## src/sv/assert_macros.svh

```systemverilog
// Assertion helper macros for the texture sampler RTL.
// Used by the top level; expects signals clk and rst in scope.
`ifndef ASSERT_MACROS_SVH
`define ASSERT_MACROS_SVH

// Same-cycle implication, checked on every rising edge outside reset.
`define ASSERT_IMPLIES(label, ante, cons, msg) \
  label: assert property (@(posedge clk) disable iff (rst) (ante) |-> (cons)) \
    else $error(msg);

// Next-cycle implication, checked on every rising edge outside reset.
`define ASSERT_NEXT(label, ante, cons, msg) \
  label: assert property (@(posedge clk) disable iff (rst) (ante) |=> (cons)) \
    else $error(msg);

`endif

```

## src/sv/tsp_pkg.sv

```systemverilog
// Shared types and constants for the texture sampler.
// No dependencies; used by tsp_blend and texture_sampler_point_bilinear_core.
`timescale 1ns / 1ps

package tsp_pkg;

  // Fixed field widths
  localparam int CFG_W     = 9;
  localparam int CFG_IDX_W = 2;
  localparam int FRAC_BITS = 16;
  localparam int INDEX_W   = 16;
  localparam int WORD_W    = 32;
  localparam int CHAN_W    = 8;
  localparam int COORD_W   = 24;

  // Command codes
  localparam logic CMD_LOAD   = 1'b0;
  localparam logic CMD_SAMPLE = 1'b1;

  // Filter modes
  localparam logic FILTER_POINT    = 1'b0;
  localparam logic FILTER_BILINEAR = 1'b1;

  // Register indexes
  localparam logic [CFG_IDX_W-1:0] REG_TEX_WIDTH   = 2'd0;
  localparam logic [CFG_IDX_W-1:0] REG_TEX_HEIGHT  = 2'd1;
  localparam logic [CFG_IDX_W-1:0] REG_FILTER_MODE = 2'd2;

  localparam logic [CFG_W-1:0] SIDE_RESET = 9'd256;

  typedef struct packed {
    logic                      command;
    logic [INDEX_W-1:0]        texel_index;
    logic [WORD_W-1:0]         texel_word;
    logic signed [COORD_W-1:0] u_coord;
    logic signed [COORD_W-1:0] v_coord;
  } request_t;

  typedef struct packed {
    logic [CHAN_W-1:0] red;
    logic [CHAN_W-1:0] green;
    logic [CHAN_W-1:0] blue;
    logic [CHAN_W-1:0] alpha;
  } result_t;

  // Travels with each texel read into the blend unit
  typedef struct packed {
    logic valid;
    logic first;
    logic last;
    logic alpha_hit;
  } blend_tag_t;

endpackage

```

## src/sv/tsp_blend.sv

```systemverilog
// Weighted texel accumulation and rounding for the texture sampler.
// Depends on tsp_pkg; fed by the texel memory read port of the top level.
`timescale 1ns / 1ps

module tsp_blend #(
  parameter int WEIGHT_BITS = 8
) (
  input  logic                      clk,
  input  logic                      rst,
  input  tsp_pkg::blend_tag_t       tag,
  input  logic [2*WEIGHT_BITS:0]    wgt,
  input  logic [tsp_pkg::WORD_W-1:0] rdata,
  output logic                      result_valid,
  output tsp_pkg::result_t          result
);

  localparam int WGT_W  = 2 * WEIGHT_BITS + 1;
  localparam int PROD_W = tsp_pkg::CHAN_W + WGT_W;
  localparam int SHIFT  = 2 * WEIGHT_BITS;
  localparam logic [PROD_W-1:0] HALF = PROD_W'(1) << (SHIFT - 1);

  tsp_pkg::blend_tag_t              p_tag;
  logic [2:0][PROD_W-1:0]           prod;
  logic [2:0][PROD_W-1:0]           acc;
  logic [2:0][PROD_W-1:0]           sum;
  logic [2:0][tsp_pkg::CHAN_W-1:0]  chan;
  logic [tsp_pkg::CHAN_W-1:0]       alpha_hold;

  // Product stage: one texel channel times its combined weight
  always_ff @(posedge clk) begin
    if (rst) begin
      p_tag <= '0;
    end else begin
      p_tag <= tag;
    end
    for (int c = 0; c < 3; c++) begin
      prod[c] <= PROD_W'(rdata[c*tsp_pkg::CHAN_W +: tsp_pkg::CHAN_W]) * PROD_W'(wgt);
    end
    if (tag.valid && tag.alpha_hit) begin
      alpha_hold <= rdata[3*tsp_pkg::CHAN_W +: tsp_pkg::CHAN_W];
    end
  end

  // Accumulate, round half up, saturate
  always_comb begin
    logic [PROD_W-1:0] rnd;
    for (int c = 0; c < 3; c++) begin
      sum[c] = (p_tag.first ? '0 : acc[c]) + prod[c];
      rnd    = sum[c] + HALF;
      if (rnd[SHIFT + tsp_pkg::CHAN_W]) begin
        chan[c] = '1;
      end else begin
        chan[c] = rnd[SHIFT +: tsp_pkg::CHAN_W];
      end
    end
  end

  always_ff @(posedge clk) begin
    if (rst) begin
      result_valid <= 1'b0;
    end else begin
      result_valid <= p_tag.valid && p_tag.last;
    end
    if (p_tag.valid) begin
      acc <= sum;
    end
    if (p_tag.valid && p_tag.last) begin
      result.red   <= chan[0];
      result.green <= chan[1];
      result.blue  <= chan[2];
      result.alpha <= alpha_hold;
    end
  end

endmodule

```

## config.mk

```make
export PLATFORM = sky130hd
export DESIGN_NAME = tsp_blend
export DESIGN_NICKNAME = d
export VERILOG_FILES = /design/src/sv/assert_macros.svh /design/src/sv/tsp_pkg.sv /design/src/sv/tsp_blend.sv
export SDC_FILE = /design/constraint.sdc
export NUM_CORES = 1
export LEC_CHECK = 0
export ABC_AREA = 1
export ABC_CLOCK_PERIOD_IN_PS = 14250
export BUFFER_PORTS_ARGS = -buffer_cell sky130_fd_sc_hd__buf_2
export CAP_MARGIN = 0
export CORE_MARGIN = 2
export CORE_UTILIZATION = 68
export DETAILED_ROUTE_END_ITERATION = 7
export HOLD_SLACK_MARGIN = 0.08
export PLACE_DENSITY = 0.95
export SLEW_MARGIN = 20
export SYNTH_ARGS = -nofsm -noshare
export SYNTH_HDL_FRONTEND = slang
export SYNTH_SLANG_ARGS = --single-unit
export TNS_END_PERCENT = 1
```

## constraint.sdc

```tcl
create_clock -name clk -period 14.25 [get_ports clk]
set_input_delay 2.85 -clock clk [delete_from_list [all_inputs] [get_ports clk]]
set_output_delay 2.85 -clock clk [all_outputs]
set_load 0.02 [all_outputs]
```

==> out/metrics.csv <==
metric;value;unit
status;completed;
ANT nets after route;0;
overall die height;196.5;microns
dpl cell area;25910;sq um
Pre-antenna DRT Iters;6;
design area;26500;sq um
drt drc;0;
Port Buffer Count;87;
core area;36520;sq um
Synth Cell Area;25200;sq um
Peak Freq;0.1406;GHz
VDD IR max;0.1070;mV
worst slew pin tran;0.8804;ns
met1 WL;23.38;mm
met2 WL post-DR;29.06;mm
total negative slack;0;ns
register area share after synthesis;0.1998;
Setup CP Type;in -> reg;
TritonCTS clock tree;built;
clk buf depth;2;
vias in the first global route;21550;
library cells used by synthesis;42;
Worst Skew;0.01292;ns
cells after synthesis;3507;
crit path launch type;input port;
# IOs;88;
worst skew pair latency;0.45;ns
first-pass GRT wire length;99.04;mm
Synth top area share;0.2169;
MaxCap Viol Count;0;
layout net count;4063;
DP HPWL;46.78;mm
Clock Tree Root;clkbuf_16;
Worst-path clk slew;0.07;ns
share of layout cells above drive strength 1;0.05512;
Hold Violations, Final;0;
Setup crit end kind;register;
WP data required;14.63;ns
met3 WL;5.258;mm
gr ovfl total;0;
initial antenna violation count;6;
Total GRT Usage;0.3195;
P&R area growth vs syn;5.134;%
total CTS buffers;17;
routed vias/inst;5.335;
Leak;0.01643;uW
YS warnings;0;
Tcrit/Tclk final;0.4990;
Routed WL;59.96;mm
most common cell after layout, fill and taps aside;nand2_1;
Starting Density;0.6900;
final setup fails;0;
slew margin rel.;0.4131;
ys flop type;edfxtp_1;
hold_buf cts;0;
min Tclk post-route;7.111;ns
commonest non-fill, non-tap cells in the layout;nand2_1 (1001), inv_1 (997), fa_1 (273), ha_1 (210), nor2_1 (188);
FFs w/ async S/R, synth;0;
post_cts resized;0;
Util after Layout;0.7255;
Die Span X;196.5;microns
Final Max Slew Viols;0;
vias;21400;
Rows;70;
Post-CTS Setup Inserts;0;
Max Used Layer;met5;
die area;38620;sq um
Mean Syn Cell Area;7.186;sq um
DR iter-0 viols;1885;
Synth Net Count;4045;
top fanout value on the critical path;24;
reg2reg setup slack;10.01;ns
RSZ-0062 raised after global routing;false;
Synth Register Bits;194;
Hold Path Class;reg -> reg;
WL per Instance;14.95;microns
fill cell count;2607;
Pwr Density;212.9;nW/um^2
H-tree Lvls;4;
Synth area leader;fa_1;
Final GP Congestion;0.9775;
Synth area leaders;fa_1 (22%), nand2_1 (15%), inv_1 (15%), edfxtp_1 (14%), ha_1 (10%);
CP Data Arrival Time;7.49;ns
clock sinks;194;
largest net degree at the start of global routing;71;
number of synthesized flops with an enable pin;115;
-- critical path, cell delays in order --
cell and delay (ns):
buf_2 0.39, nand2_1 0.15, fa_1 0.53, fa_1 0.57, inv_1 0.06, fa_1 0.49
inv_1 0.06, fa_1 0.48, inv_1 0.04, ha_1 0.32, a21oi_1 0.17, o21ai_0 0.11
a21oi_1 0.34, inv_1 0.11, a21oi_1 0.20, o21ai_0 0.18, a21oi_1 0.23, xor2_1 0.17
-- layout make-up --
class	count	area, sq um	share of cell area
clock buffers	21	461.7	0.01743
multi-input cells	2214	16040	0.6054
clock inverters	11	113.9	0.004297
inverters	1008	3784	0.1428
repair buffers	90	457.9	0.01728
diodes	5	12.51	0.0004722
flip-flops and latches	194	5040	0.1902
well taps	468	585.6	0.02210
-- cell families after synthesis --
kind of cell | count (synthesis) | synth area share
AND/OR/NAND/NOR | 1412 | 0.2300
buffers and inverters | 1099 | 0.1637
adder cells (fa/ha/maj) | 483 | 0.3211
AO/OA/AOI/OAI | 201 | 0.04438
flip-flops | 194 | 0.1998
XOR/XNOR | 118 | 0.04101
-- metal layers --
layer	vias to the layer above	GRT usage
li1	10310	-
met1	9904	0.3971
met2	1012	0.5582
met3	170	0.04073
met4	2	0.1456
met5	-	0
-- synthesized netlist by cell type (8+ instances only) --
cell type,number
ha_1,210
nand4_1,34
inv_1,997
a21oi_1,114
clkbuf_1,89
dfxtp_1,79
a31oi_1,9
o21bai_1,14
nand3b_1,9
nand2_2,28
nand3_1,94
o21ai_0,36
xor2_1,78
nor2_2,19
inv_2,11
nor2_1,188
xnor2_1,40
nor3_1,21
edfxtp_1,115
nand2_1,1001
nand3_2,8
fa_1,273
-- final timing paths --
kind	start	endpoint	cells after the start
hold reg to reg	alpha_hold[5]	result[5]	0
setup / recovery	wgt[5]	prod[22]	18
hold / removal	alpha_hold[5]	result[5]	0
setup reg to reg	p_tag[2]	result[15]	21
-- flip-flops by register name (all words and copies together), names as in the netlist --
signal,count
acc,75
prod,75
result,32
alpha_hold,8
p_tag,3
result_valid,1
-- per-stage QoR --
stage / hold slack [ns] / setup slack [ns] / total power (uW) / std cells
after floorplan: 0.4003 / 7.141 / 4161 / 3507
after global placement: 0.4008 / 6.925 / 4876 / 3974
after detailed placement: 0.4057 / 6.797 / 5045 / 3974
after CTS: 0.4240 / 7.167 / 5573 / 4006
after global routing: 0.4387 / 6.746 / 6193 / 4009
final: 0.4216 / 7.139 / 5641 / 4011
-- where the power goes --
group	switching [uW]	leakage [uW]	internal, uW
clock	231	0.000286	257
sequential	79.6	0.00174	943
combinational	2660	0.0144	1470
total	2970	0.0164	2670
(Power assumes the default switching activity.)
